<file path="config.mk">
export PLATFORM = sky130hd
export DESIGN_NAME = led_strip_wipe_controller
export DESIGN_NICKNAME = d
export VERILOG_FILES = /design/src/sv/lswc_pkg.sv /design/src/sv/lswc_cfg_regs.sv /design/src/sv/lswc_core.sv /design/src/sv/led_strip_wipe_controller.sv
export SDC_FILE = /design/constraint.sdc
export NUM_CORES = 1
export LEC_CHECK = 0
export ABC_AREA = 1
export ABC_CLOCK_PERIOD_IN_PS = 11000
export BUFFER_PORTS_ARGS = -buffer_cell sky130_fd_sc_hd__buf_2
export CORE_MARGIN = 2
export CORE_UTILIZATION = 29
export CTS_CLUSTER_SIZE = 20
export DETAILED_ROUTE_END_ITERATION = 10
export PLACE_DENSITY = 0.43
export SYNTH_ARGS = -nofsm -noshare
export SYNTH_HDL_FRONTEND = slang
export SYNTH_SLANG_ARGS = --single-unit
export TNS_END_PERCENT = 30
</file>
<file path="constraint.sdc">
create_clock -name i_clk -period 11 [get_ports i_clk]
set_clock_uncertainty 0.15 [all_clocks]
set_input_delay 2.75 -clock i_clk [delete_from_list [all_inputs] [get_ports i_clk]]
set_output_delay 2.75 -clock i_clk [all_outputs]
set_load 0.01 [all_outputs]
</file>
<file path="src/sv/lswc_pkg.sv">
// Shared types, constants and the color wheel step function for the LED strip wipe controller.
`default_nettype none
package lswc_pkg;

    // Field widths
    localparam int unsigned LIGHT_W = 10;
    localparam int unsigned COLOR_W = 8;
    localparam int unsigned TIMER_W = 16;
    localparam int unsigned START_W = 6;
    localparam int unsigned COUNT_W = 6;
    localparam int unsigned CFG_IDX_W = 3;
    localparam int unsigned CFG_DATA_W = 16;

    // Thresholds and step sizes
    localparam logic [LIGHT_W-1:0] LIGHT_DARK_MAX   = 10'd20;
    localparam logic [LIGHT_W-1:0] LIGHT_BRIGHT_MIN = 10'd100;
    localparam logic [TIMER_W-1:0] STEP_DELAY_INIT  = 16'd10;
    localparam logic [TIMER_W-1:0] STEP_DELAY_INC   = 16'd5;
    localparam logic [TIMER_W-1:0] STEP_DELAY_CAP   = 16'd65530;
    localparam logic [TIMER_W-1:0] TIMER_MAX        = 16'hFFFF;
    localparam logic [COLOR_W-1:0] COLOR_MAX        = 8'd255;

    // Configuration register indexes
    localparam logic [CFG_IDX_W-1:0] CFG_CUSTOM_RED      = 3'd0;
    localparam logic [CFG_IDX_W-1:0] CFG_CUSTOM_GREEN    = 3'd1;
    localparam logic [CFG_IDX_W-1:0] CFG_CUSTOM_BLUE     = 3'd2;
    localparam logic [CFG_IDX_W-1:0] CFG_COLOR_MODE      = 3'd3;
    localparam logic [CFG_IDX_W-1:0] CFG_FADE_PERIOD     = 3'd4;
    localparam logic [CFG_IDX_W-1:0] CFG_SLOWDOWN_START  = 3'd5;
    localparam logic [CFG_IDX_W-1:0] CFG_SLOWDOWN_PERIOD = 3'd6;
    localparam logic [CFG_IDX_W-1:0] CFG_OFF_STEP_DELAY  = 3'd7;

    // Configuration register reset values
    localparam logic [START_W-1:0] SLOWDOWN_START_RST  = 6'd40;
    localparam logic [TIMER_W-1:0] SLOWDOWN_PERIOD_RST = 16'd30;
    localparam logic [TIMER_W-1:0] OFF_STEP_DELAY_RST  = 16'd5;

    typedef struct packed {
        logic [COLOR_W-1:0] red;
        logic [COLOR_W-1:0] green;
        logic [COLOR_W-1:0] blue;
    } t_rgb;

    typedef struct packed {
        t_rgb               custom;
        logic               color_mode;
        logic [TIMER_W-1:0] fade_period;
        logic [START_W-1:0] slowdown_start;
        logic [TIMER_W-1:0] slowdown_period;
        logic [TIMER_W-1:0] off_step_delay;
    } t_cfg;

    typedef struct packed {
        logic [LIGHT_W-1:0] light_level;
        logic               pc_on;
        logic               touch;
        logic               auto_enable;
    } t_tick;

    typedef struct packed {
        logic [COUNT_W-1:0] lit_count;
        t_rgb               pixel;
        logic               relay_on;
        logic               strip_on;
    } t_result;

    // Saturating millisecond timer increment
    function automatic logic [TIMER_W-1:0] timer_inc(input logic [TIMER_W-1:0] t);
        timer_inc = (t == TIMER_MAX) ? t : t + 16'd1;
    endfunction

    // One step along the six-phase wheel; off the path the color holds
    function automatic t_rgb wheel_step(input t_rgb c);
        t_rgb n;
        n = c;
        if (c.red == COLOR_MAX && c.green != COLOR_MAX && c.blue == '0) begin
            n.green = c.green + 8'd1;
        end else if (c.red != '0 && c.green == COLOR_MAX && c.blue == '0) begin
            n.red = c.red - 8'd1;
        end else if (c.red == '0 && c.green == COLOR_MAX && c.blue != COLOR_MAX) begin
            n.blue = c.blue + 8'd1;
        end else if (c.red == '0 && c.green != '0 && c.blue == COLOR_MAX) begin
            n.green = c.green - 8'd1;
        end else if (c.red != COLOR_MAX && c.green == '0 && c.blue == COLOR_MAX) begin
            n.red = c.red + 8'd1;
        end else if (c.red == COLOR_MAX && c.green == '0 && c.blue != '0) begin
            n.blue = c.blue - 8'd1;
        end
        wheel_step = n;
    endfunction

endpackage
`default_nettype wire

</file>
<file path="src/sv/lswc_cfg_regs.sv">
// Configuration register file for the LED strip wipe controller.
`default_nettype none
module lswc_cfg_regs (
    input  wire logic                               i_clk,
    input  wire logic                               i_rst_n,
    input  wire logic                               i_cfg_wr_en,
    input  wire logic [lswc_pkg::CFG_IDX_W-1:0]     i_cfg_index,
    input  wire logic [lswc_pkg::CFG_DATA_W-1:0]    i_cfg_data,
    output lswc_pkg::t_cfg                          o_cfg
);

    lswc_pkg::t_cfg r_cfg;

    // Register writes, decoded by index
    always_ff @(posedge i_clk) begin
        if (!i_rst_n) begin
            r_cfg.custom.red      <= '0;
            r_cfg.custom.green    <= '0;
            r_cfg.custom.blue     <= '0;
            r_cfg.color_mode      <= 1'b0;
            r_cfg.fade_period     <= '0;
            r_cfg.slowdown_start  <= lswc_pkg::SLOWDOWN_START_RST;
            r_cfg.slowdown_period <= lswc_pkg::SLOWDOWN_PERIOD_RST;
            r_cfg.off_step_delay  <= lswc_pkg::OFF_STEP_DELAY_RST;
        end else if (i_cfg_wr_en) begin
            unique case (i_cfg_index)
                lswc_pkg::CFG_CUSTOM_RED:      r_cfg.custom.red   <= i_cfg_data[7:0];
                lswc_pkg::CFG_CUSTOM_GREEN:    r_cfg.custom.green <= i_cfg_data[7:0];
                lswc_pkg::CFG_CUSTOM_BLUE:     r_cfg.custom.blue  <= i_cfg_data[7:0];
                lswc_pkg::CFG_COLOR_MODE:      r_cfg.color_mode   <= i_cfg_data[0];
                lswc_pkg::CFG_FADE_PERIOD:     r_cfg.fade_period  <= i_cfg_data;
                lswc_pkg::CFG_SLOWDOWN_START:  r_cfg.slowdown_start <= i_cfg_data[5:0];
                lswc_pkg::CFG_SLOWDOWN_PERIOD: r_cfg.slowdown_period <= i_cfg_data;
                lswc_pkg::CFG_OFF_STEP_DELAY:  r_cfg.off_step_delay <= i_cfg_data;
            endcase
        end
    end

    assign o_cfg = r_cfg;

endmodule
`default_nettype wire

</file>
<file path="src/sv/lswc_core.sv">
// Per-tick state update: wipe, auto on/off, touch toggle, relay and color wheel.
`default_nettype none
module lswc_core #(
    parameter int unsigned STRIP_LEN = 60
) (
    input  wire logic            i_clk,
    input  wire logic            i_rst_n,
    input  wire logic            i_adv,
    input  wire lswc_pkg::t_tick i_tick,
    input  wire lswc_pkg::t_cfg  i_cfg,
    output lswc_pkg::t_result    o_result
);

    localparam logic [lswc_pkg::COUNT_W-1:0] LEN = lswc_pkg::COUNT_W'(STRIP_LEN);

    // Tick state; lit count is the lit index plus one (zero means all dark)
    logic                              r_on;
    logic                              r_was_on;
    logic [lswc_pkg::COUNT_W-1:0]      r_cnt;
    logic [lswc_pkg::TIMER_W-1:0]      r_delay;
    logic [lswc_pkg::TIMER_W-1:0]      r_step_t;
    logic [lswc_pkg::TIMER_W-1:0]      r_slow_t;
    logic [lswc_pkg::TIMER_W-1:0]      r_fade_t;
    logic                              r_armed_off;
    logic                              r_off_latched;
    lswc_pkg::t_rgb                    r_wheel;
    logic                              r_relay;

    logic                              n_on;
    logic                              n_was_on;
    logic [lswc_pkg::COUNT_W-1:0]      n_cnt;
    logic [lswc_pkg::TIMER_W-1:0]      n_delay;
    logic [lswc_pkg::TIMER_W-1:0]      n_step_t;
    logic [lswc_pkg::TIMER_W-1:0]      n_slow_t;
    logic [lswc_pkg::TIMER_W-1:0]      n_fade_t;
    logic                              n_armed_off;
    logic                              n_off_latched;
    lswc_pkg::t_rgb                    n_wheel;
    logic                              n_relay;
    lswc_pkg::t_rgb                    n_pixel;

    always_comb begin
        n_on          = r_on;
        n_was_on      = r_was_on;
        n_cnt         = r_cnt;
        n_delay       = r_delay;
        n_armed_off   = r_armed_off;
        n_off_latched = r_off_latched;
        n_wheel       = r_wheel;
        n_relay       = r_relay;
        n_step_t      = lswc_pkg::timer_inc(r_step_t);
        n_slow_t      = lswc_pkg::timer_inc(r_slow_t);
        n_fade_t      = lswc_pkg::timer_inc(r_fade_t);

        // Wipe: grow while on, shrink while off
        if (r_on) begin
            if (!r_was_on) begin
                n_cnt    = 6'd1;
                n_delay  = lswc_pkg::STEP_DELAY_INIT;
                n_was_on = 1'b1;
            end
            if (n_step_t >= n_delay) begin
                if (n_cnt < LEN) begin
                    n_cnt = n_cnt + 6'd1;
                end
                n_step_t = '0;
            end
            if (n_slow_t >= i_cfg.slowdown_period) begin
                if (n_cnt > i_cfg.slowdown_start) begin
                    n_delay = (n_delay <= lswc_pkg::STEP_DELAY_CAP)
                            ? n_delay + lswc_pkg::STEP_DELAY_INC : lswc_pkg::TIMER_MAX;
                end
                n_slow_t = '0;
            end
        end else begin
            n_was_on = 1'b0;
            if (n_step_t >= i_cfg.off_step_delay) begin
                if (n_cnt != '0) begin
                    n_cnt = n_cnt - 6'd1;
                end
                n_step_t = '0;
            end
            n_delay = lswc_pkg::STEP_DELAY_INIT;
        end

        // Color drawn this tick, before the wheel moves
        n_pixel = i_cfg.color_mode ? r_wheel : i_cfg.custom;

        // Automatic on/off with latching
        if (i_tick.light_level <= lswc_pkg::LIGHT_DARK_MAX && !r_armed_off && i_tick.pc_on) begin
            if (i_tick.auto_enable) begin
                n_on = 1'b1;
            end
            n_armed_off   = 1'b1;
            n_off_latched = 1'b0;
        end else if ((i_tick.light_level >= lswc_pkg::LIGHT_BRIGHT_MIN || !i_tick.pc_on)
                     && !r_off_latched) begin
            n_on          = 1'b0;
            n_armed_off   = 1'b0;
            n_off_latched = 1'b1;
        end

        // Touch toggle
        if (i_tick.touch && (i_tick.auto_enable || n_on)) begin
            n_on = !n_on;
        end

        // Relay holds until the strip is dark
        if (n_on) begin
            n_relay = 1'b1;
        end else if (n_cnt == '0) begin
            n_relay = 1'b0;
        end

        // Color wheel
        if (n_fade_t >= i_cfg.fade_period && i_cfg.color_mode && n_on) begin
            n_wheel  = lswc_pkg::wheel_step(r_wheel);
            n_fade_t = '0;
        end
    end

    // State update once per tick
    always_ff @(posedge i_clk) begin
        if (!i_rst_n) begin
            r_on          <= 1'b0;
            r_was_on      <= 1'b0;
            r_cnt         <= '0;
            r_delay       <= lswc_pkg::STEP_DELAY_INIT;
            r_step_t      <= '0;
            r_slow_t      <= '0;
            r_fade_t      <= '0;
            r_armed_off   <= 1'b1;
            r_off_latched <= 1'b0;
            r_wheel.red   <= lswc_pkg::COLOR_MAX;
            r_wheel.green <= '0;
            r_wheel.blue  <= '0;
            r_relay       <= 1'b0;
        end else if (i_adv) begin
            r_on          <= n_on;
            r_was_on      <= n_was_on;
            r_cnt         <= n_cnt;
            r_delay       <= n_delay;
            r_step_t      <= n_step_t;
            r_slow_t      <= n_slow_t;
            r_fade_t      <= n_fade_t;
            r_armed_off   <= n_armed_off;
            r_off_latched <= n_off_latched;
            r_wheel       <= n_wheel;
            r_relay       <= n_relay;
        end
    end

    assign o_result.lit_count = n_cnt;
    assign o_result.pixel     = n_pixel;
    assign o_result.relay_on  = n_relay;
    assign o_result.strip_on  = n_on;

endmodule
`default_nettype wire

</file>
<file path="src/sv/led_strip_wipe_controller.sv">
// LED strip wipe controller: tick input register, state update core and result register.
// A tick word is captured in the input register, then passes through the core into the result register.
// Throughput: one tick word per cycle; the input register and result register
// stall together only when the result waits and the input register is full.
// Reset (synchronous, active low) clears both valid flags and returns the tick state
// (strip off, all dark, step delay 10) and the configuration registers to their defaults.
`default_nettype none
module led_strip_wipe_controller #(
    parameter int unsigned STRIP_LEN = 60
) (
    input  wire logic                                i_clk,
    input  wire logic                                i_rst_n,
    // Tick channel
    input  wire logic                                i_in_valid,
    output logic                                     o_in_stall,
    input  wire logic [lswc_pkg::LIGHT_W-1:0]        i_light_level,
    input  wire logic                                i_pc_on,
    input  wire logic                                i_touch,
    input  wire logic                                i_auto_enable,
    // Result channel
    output logic                                     o_out_valid,
    input  wire logic                                i_out_stall,
    output logic [lswc_pkg::COUNT_W-1:0]             o_lit_count,
    output logic [lswc_pkg::COLOR_W-1:0]             o_pixel_red,
    output logic [lswc_pkg::COLOR_W-1:0]             o_pixel_green,
    output logic [lswc_pkg::COLOR_W-1:0]             o_pixel_blue,
    output logic                                     o_relay_on,
    output logic                                     o_strip_on,
    // Configuration write port
    input  wire logic                                i_cfg_wr_en,
    input  wire logic [lswc_pkg::CFG_IDX_W-1:0]      i_cfg_index,
    input  wire logic [lswc_pkg::CFG_DATA_W-1:0]     i_cfg_data
);

    lswc_pkg::t_cfg    cfg;
    lswc_pkg::t_result core_result;

    logic              r_in_valid;
    lswc_pkg::t_tick   r_tick;
    logic              r_out_valid;
    lswc_pkg::t_result r_result;
    logic              adv;
    logic              in_take;

    // Handshake: a word moves to the result register unless a result is stuck
    assign adv        = r_in_valid && !(r_out_valid && i_out_stall);
    assign o_in_stall = r_in_valid && !adv;
    assign in_take    = i_in_valid && !o_in_stall;

    lswc_cfg_regs u_cfg (
        .i_clk       (i_clk),
        .i_rst_n     (i_rst_n),
        .i_cfg_wr_en (i_cfg_wr_en),
        .i_cfg_index (i_cfg_index),
        .i_cfg_data  (i_cfg_data),
        .o_cfg       (cfg)
    );

    lswc_core #(
        .STRIP_LEN (STRIP_LEN)
    ) u_core (
        .i_clk    (i_clk),
        .i_rst_n  (i_rst_n),
        .i_adv    (adv),
        .i_tick   (r_tick),
        .i_cfg    (cfg),
        .o_result (core_result)
    );

    // Input register
    always_ff @(posedge i_clk) begin
        if (!i_rst_n) begin
            r_in_valid <= 1'b0;
        end else if (in_take) begin
            r_in_valid <= 1'b1;
        end else if (adv) begin
            r_in_valid <= 1'b0;
        end
    end

    always_ff @(posedge i_clk) begin
        if (in_take) begin
            r_tick.light_level <= i_light_level;
            r_tick.pc_on       <= i_pc_on;
            r_tick.touch       <= i_touch;
            r_tick.auto_enable <= i_auto_enable;
        end
    end

    // Result register
    always_ff @(posedge i_clk) begin
        if (!i_rst_n) begin
            r_out_valid <= 1'b0;
        end else if (adv) begin
            r_out_valid <= 1'b1;
        end else if (!i_out_stall) begin
            r_out_valid <= 1'b0;
        end
    end

    always_ff @(posedge i_clk) begin
        if (adv) begin
            r_result <= core_result;
        end
    end

    assign o_out_valid   = r_out_valid;
    assign o_lit_count   = r_result.lit_count;
    assign o_pixel_red   = r_result.pixel.red;
    assign o_pixel_green = r_result.pixel.green;
    assign o_pixel_blue  = r_result.pixel.blue;
    assign o_relay_on    = r_result.relay_on;
    assign o_strip_on    = r_result.strip_on;

    // Lit count never runs past the strip
    a_count_range: assert property (@(posedge i_clk) disable iff (!i_rst_n)
        o_out_valid |-> (o_lit_count <= lswc_pkg::COUNT_W'(STRIP_LEN)))
        else $error("lit count beyond strip length");

    // The relay is driven whenever the strip is on
    a_relay_follows: assert property (@(posedge i_clk) disable iff (!i_rst_n)
        (o_out_valid && o_strip_on) |-> o_relay_on)
        else $error("strip on without relay");

    // A held tick word stays in the input register
    a_hold_tick: assert property (@(posedge i_clk) disable iff (!i_rst_n)
        (r_in_valid && !adv) |=> (r_in_valid && $stable(r_tick)))
        else $error("stalled tick word lost");

    // A turn-on with a dark strip still reports zero lit pixels for the tick that turns it on
    a_wipe_start: assert property (@(posedge i_clk) disable iff (!i_rst_n)
        (adv && core_result.strip_on && !r_result.strip_on && r_out_valid
         && r_result.lit_count == '0) |=> (o_lit_count == '0))
        else $error("wipe started before the on edge was seen");

endmodule
`default_nettype wire
</file>
==> impl_metrics.py <==
metrics = {
    "outcome": {
        "run_status": "completed",
    },
    "global_routing": {
        "global_route_wire_length_before_repair_um": 60800,
        "grtUsageMet2_pct": 27.5,
        "initial_antenna_violation_count": 1,
        "grtUsageMet1_pct": 21.0,
        "met3_usage_pct": 1.93,
        "grt.busiest_layer": "met2",
        "grt_usage_pct": 16.0,
        "grt_max_degree": 82,
        "grt_pass1_vias": 11200,
        "globalRoute.totalOverflow": 0,
    },
    "drt": {
        "starting_drt_drc_count": 587,
        "dr_total_vias": 11400,
        "detail_route.first_pass.iterations": 5,
        "wl_um": 37500,
        "final_antenna_violating_net_count": 0,
        "remaining_drc_errors": 0,
        "viasPerCell": 4.66,
        "detail_routed_net_length_per_standard_cell_um": 15.3,
    },
    "logic_synthesis": {
        "syn_area_mm2": 0.0131,
        "post_synth_num_cell_types": 63,
        "yosys_warnings": 0,
        "synth-main-ff-cell": "sky130_fd_sc_hd__dfxtp_1",
        "ys_async_sr_fraction_pct": 0,
        "synth_edf_count": 45,
        "postSynthRegisterBits": 225,
        "ys_seq_area_share_pct": 37.7,
        "syn_nets": 1896,
        "synthesis.area_per_instance_um2": 7.44,
        "syn_inst": 1768,
    },
    "setup_path": {
        "crit_arrival_ns": 6.34,
        "crit_path_max_fanout": 11,
        "critPathRequiredTime_ns": 11.24,
        "timing.critical_path.from_type": "flop",
        "critPathKind": "flop to flop",
        "critical_path.most_common_cell": "sky130_fd_sc_hd__inv_1",
        "path_buf_inv": 4,
        "critical_path.slowest_cell": "sky130_fd_sc_hd__a221oi_1",
        "cp-end-kind": "flop",
        "path_delay_family": "simple AND/OR/NAND/NOR gates",
        "slowest_delay_ns": 0.59,
    },
    "floorplan": {
        "dieHeight_um": 217,
        "die_area_mm2": 0.0470,
        "initial_core_util_pct": 29.2,
        "fp.coreArea_mm2": 0.0451,
        "num_io_pins": 71,
        "rows": 78,
        "die_w_um": 217,
    },
    "final_layout": {
        "final_common_cell": "sky130_fd_sc_hd__nand2_1",
        "area_delta_synth_final_pct": 14.0,
        "final_cell_count_no_fill": 2444,
        "final_net_count": 1949,
        "fillerInstances": 4773,
        "final_layout_size_suffix_gt1_share_pct": 10.1,
        "finish.utilization_pct": 33.2,
        "layout.cells.most_common_list": "sky130_fd_sc_hd__nand2_1 (296), sky130_fd_sc_hd__inv_1 (231), sky130_fd_sc_hd__a21oi_1 (203)",
    },
    "power_and_ir_drop": {
        "max-vdd-ir-drop_v": 0.000113,
        "cellPowerDensity_mw_per_mm2": 128,
        "post_layout_total_power_mw": 1.91,
        "swShare_pct": 25.4,
        "p_clk_share_pct": 46.6,
        "seq_power_share_pct": 45.8,
        "power.switching_uw": 487,
        "combPwrFrac_pct": 7.5,
        "cellLeakagePower_nw": 6.33,
        "intPower_mw": 1.43,
    },
    "cts": {
        "worst_setup_hold_path_clk_slew_ns": 0.06,
        "tritoncts_clock_tree": "yes",
        "cts_htree_levels": 1,
        "postCtsResizedCells": 0,
        "clock_sinks": 225,
        "clock_path_buffers": 3,
        "ctsRootBufferMaster": "sky130_fd_sc_hd__clkbuf_16",
        "clk_latency_ns": 0.56,
        "cts_buffers": 28,
        "cts_hold_buf": 0,
        "cts_setup_buffers": 0,
    },
    "placement": {
        "io_buffer_count": 70,
        "place.detailed.instances": 2391,
        "dpl.hpwl_um": 26900,
        "place_congestion": 0.828,
    },
    "sta": {
        "max_freq_ghz": 0.164,
        "hold_viol": 0,
        "hold_ws_ns": 0.301,
        "totalNegativeSetupSlack_ns": 0,
        "final.period_utilization_pct": 55.4,
        "report.final.slew_viol_count": 0,
        "max-slew-margin-rel_pct": 27.2,
        "finalSetupViolations": 0,
        "rsz_0062_raised_after_global_routing": "no",
        "time_the_final_worst_path_needs_with_i_o_delays_and_setup_ns": 6.10,
        "worst-slew-pin-transition_ns": 1.09,
    },
    "worst_hold_path": {
        "min_path_type": "flop to flop",
    },
    "job": {
        "cap_violations": 0,
    },
}
[registers in the layout, indices dropped and copies added (netlist names), 6 cells and up]
| name | count |
|---|---|
| o_pixel_green | 8 |
| u_cfg.o_cfg | 79 |
| u_core.r_fade_t | 16 |
| u_core.r_delay | 16 |
| o_pixel_red | 8 |
| r_tick | 13 |
| u_core.r_step_t | 16 |
| o_lit_count | 6 |
| u_core.r_wheel | 24 |
| u_core.r_slow_t | 16 |
| o_pixel_blue | 8 |
| u_core.r_cnt | 6 |
[cells in the mapped netlist (3+ instances only)]
| master | count | share of area, % |
|---|---|---|
| sky130_fd_sc_hd__a211oi_1 | 5 | 0.29 |
| sky130_fd_sc_hd__a21o_1 | 5 | 0.29 |
| sky130_fd_sc_hd__a21oi_1 | 203 | 7.7 |
| sky130_fd_sc_hd__a21oi_2 | 3 | 0.20 |
| sky130_fd_sc_hd__a31oi_1 | 10 | 0.48 |
| sky130_fd_sc_hd__and2_1 | 4 | 0.19 |
| sky130_fd_sc_hd__buf_2 | 7 | 0.27 |
| sky130_fd_sc_hd__clkbuf_1 | 43 | 1.2 |
| sky130_fd_sc_hd__dfxtp_1 | 180 | 27 |
| sky130_fd_sc_hd__edfxtp_1 | 45 | 10 |
| sky130_fd_sc_hd__ha_1 | 89 | 8.5 |
| sky130_fd_sc_hd__inv_1 | 232 | 6.6 |
| sky130_fd_sc_hd__nand2_1 | 296 | 8.5 |
| sky130_fd_sc_hd__nand2_2 | 13 | 0.62 |
| sky130_fd_sc_hd__nand2_4 | 3 | 0.26 |
| sky130_fd_sc_hd__nand3_1 | 119 | 4.5 |
| sky130_fd_sc_hd__nand3_2 | 7 | 0.53 |
| sky130_fd_sc_hd__nand3_4 | 3 | 0.40 |
| sky130_fd_sc_hd__nand3b_1 | 4 | 0.23 |
| sky130_fd_sc_hd__nand4_1 | 24 | 1.1 |
| sky130_fd_sc_hd__nor2_1 | 172 | 4.9 |
| sky130_fd_sc_hd__nor2_2 | 6 | 0.29 |
| sky130_fd_sc_hd__nor2_4 | 3 | 0.26 |
| sky130_fd_sc_hd__nor3_1 | 30 | 1.1 |
| sky130_fd_sc_hd__nor4_1 | 10 | 0.48 |
| sky130_fd_sc_hd__nor4_2 | 3 | 0.29 |
| sky130_fd_sc_hd__o211ai_1 | 10 | 0.57 |
| sky130_fd_sc_hd__o21a_1 | 5 | 0.29 |
| sky130_fd_sc_hd__o21ai_0 | 115 | 4.4 |
| sky130_fd_sc_hd__o21ai_1 | 3 | 0.11 |
| sky130_fd_sc_hd__o21bai_1 | 3 | 0.17 |
| sky130_fd_sc_hd__o22ai_1 | 6 | 0.29 |
| sky130_fd_sc_hd__or2_2 | 4 | 0.19 |
| sky130_fd_sc_hd__xnor2_1 | 21 | 1.4 |
| sky130_fd_sc_hd__xor2_1 | 43 | 2.9 |
[through the flow]
step / worst slack, ns / area (um^2)
after floorplan: 5.09 / 13100
after global placement: 4.94 / 14100
after detailed placement: 4.90 / 14100
after CTS: 4.91 / 15000
after global routing: 4.33 / 15000
final: 4.90 / 15000
[logic make-up (layout without fill, tap and decap cells)]
family	after synthesis	in the layout	share of synthesized area, %
other	0	1	0
xor gates and xnor gates	64	64	4.26
muxes	3	3	0.238
AOI/OAI and AO/OA	385	385	16.1
DFF	225	225	37.7
adders and majority gates	91	91	8.78
buffers and inverters	294	369	8.66
and+or+nand+nor	706	706	24.3
[power groups by stage]
stage | Clock (mW) | Combinational [mW] | Sequential (mW)
global placement | 0 | 0.147 | 0.895
CTS | 0.928 | 0.148 | 0.878
global route | 0.959 | 0.165 | 0.880
finish | 0.892 | 0.144 | 0.877
floorplan | 0 | 0.0909 | 0.895
detailed placement | 0 | 0.147 | 0.895
[area by class of cell]
cell class,instances,area (um^2),area share (%)
multi-input cells,1249,7060,47.1
flip-flops and latches,225,4960,33.1
inverters,237,892,5.95
clock buffers,37,807,5.38
well taps,600,751,5.01
repair buffers,80,425,2.84
clock inverters,15,96.3,0.643
diodes,1,2.50,0.0167
[tightest hold or removal path: stages (launching register included)]
cell	delay [ns]
sky130_fd_sc_hd__dfxtp_1	0.29
sky130_fd_sc_hd__inv_1	0.06
sky130_fd_sc_hd__a21oi_1	0.05
[final timing paths]
path                                         start                 end  slack [ns]  cells after the start
worst max-delay path            u_core.r_step_t[0]  u_core.r_delay[10]        4.90                     27
worst min-delay path               u_cfg.o_cfg[59]     u_cfg.o_cfg[59]        0.30                      2
worst max register to register  u_core.r_step_t[0]  u_core.r_delay[10]        4.90                     27
worst min register to register     u_cfg.o_cfg[59]     u_cfg.o_cfg[59]        0.30                      2
[per-layer routing]
metal | share of wire (%) | up-vias
met4 | 2.3 | 0
li1 | - | 6007
met5 | 0 | -
met1 | 48 | 5185
met2 | 47 | 153
met3 | 3.2 | 53
(Power assumes the default switching activity.)
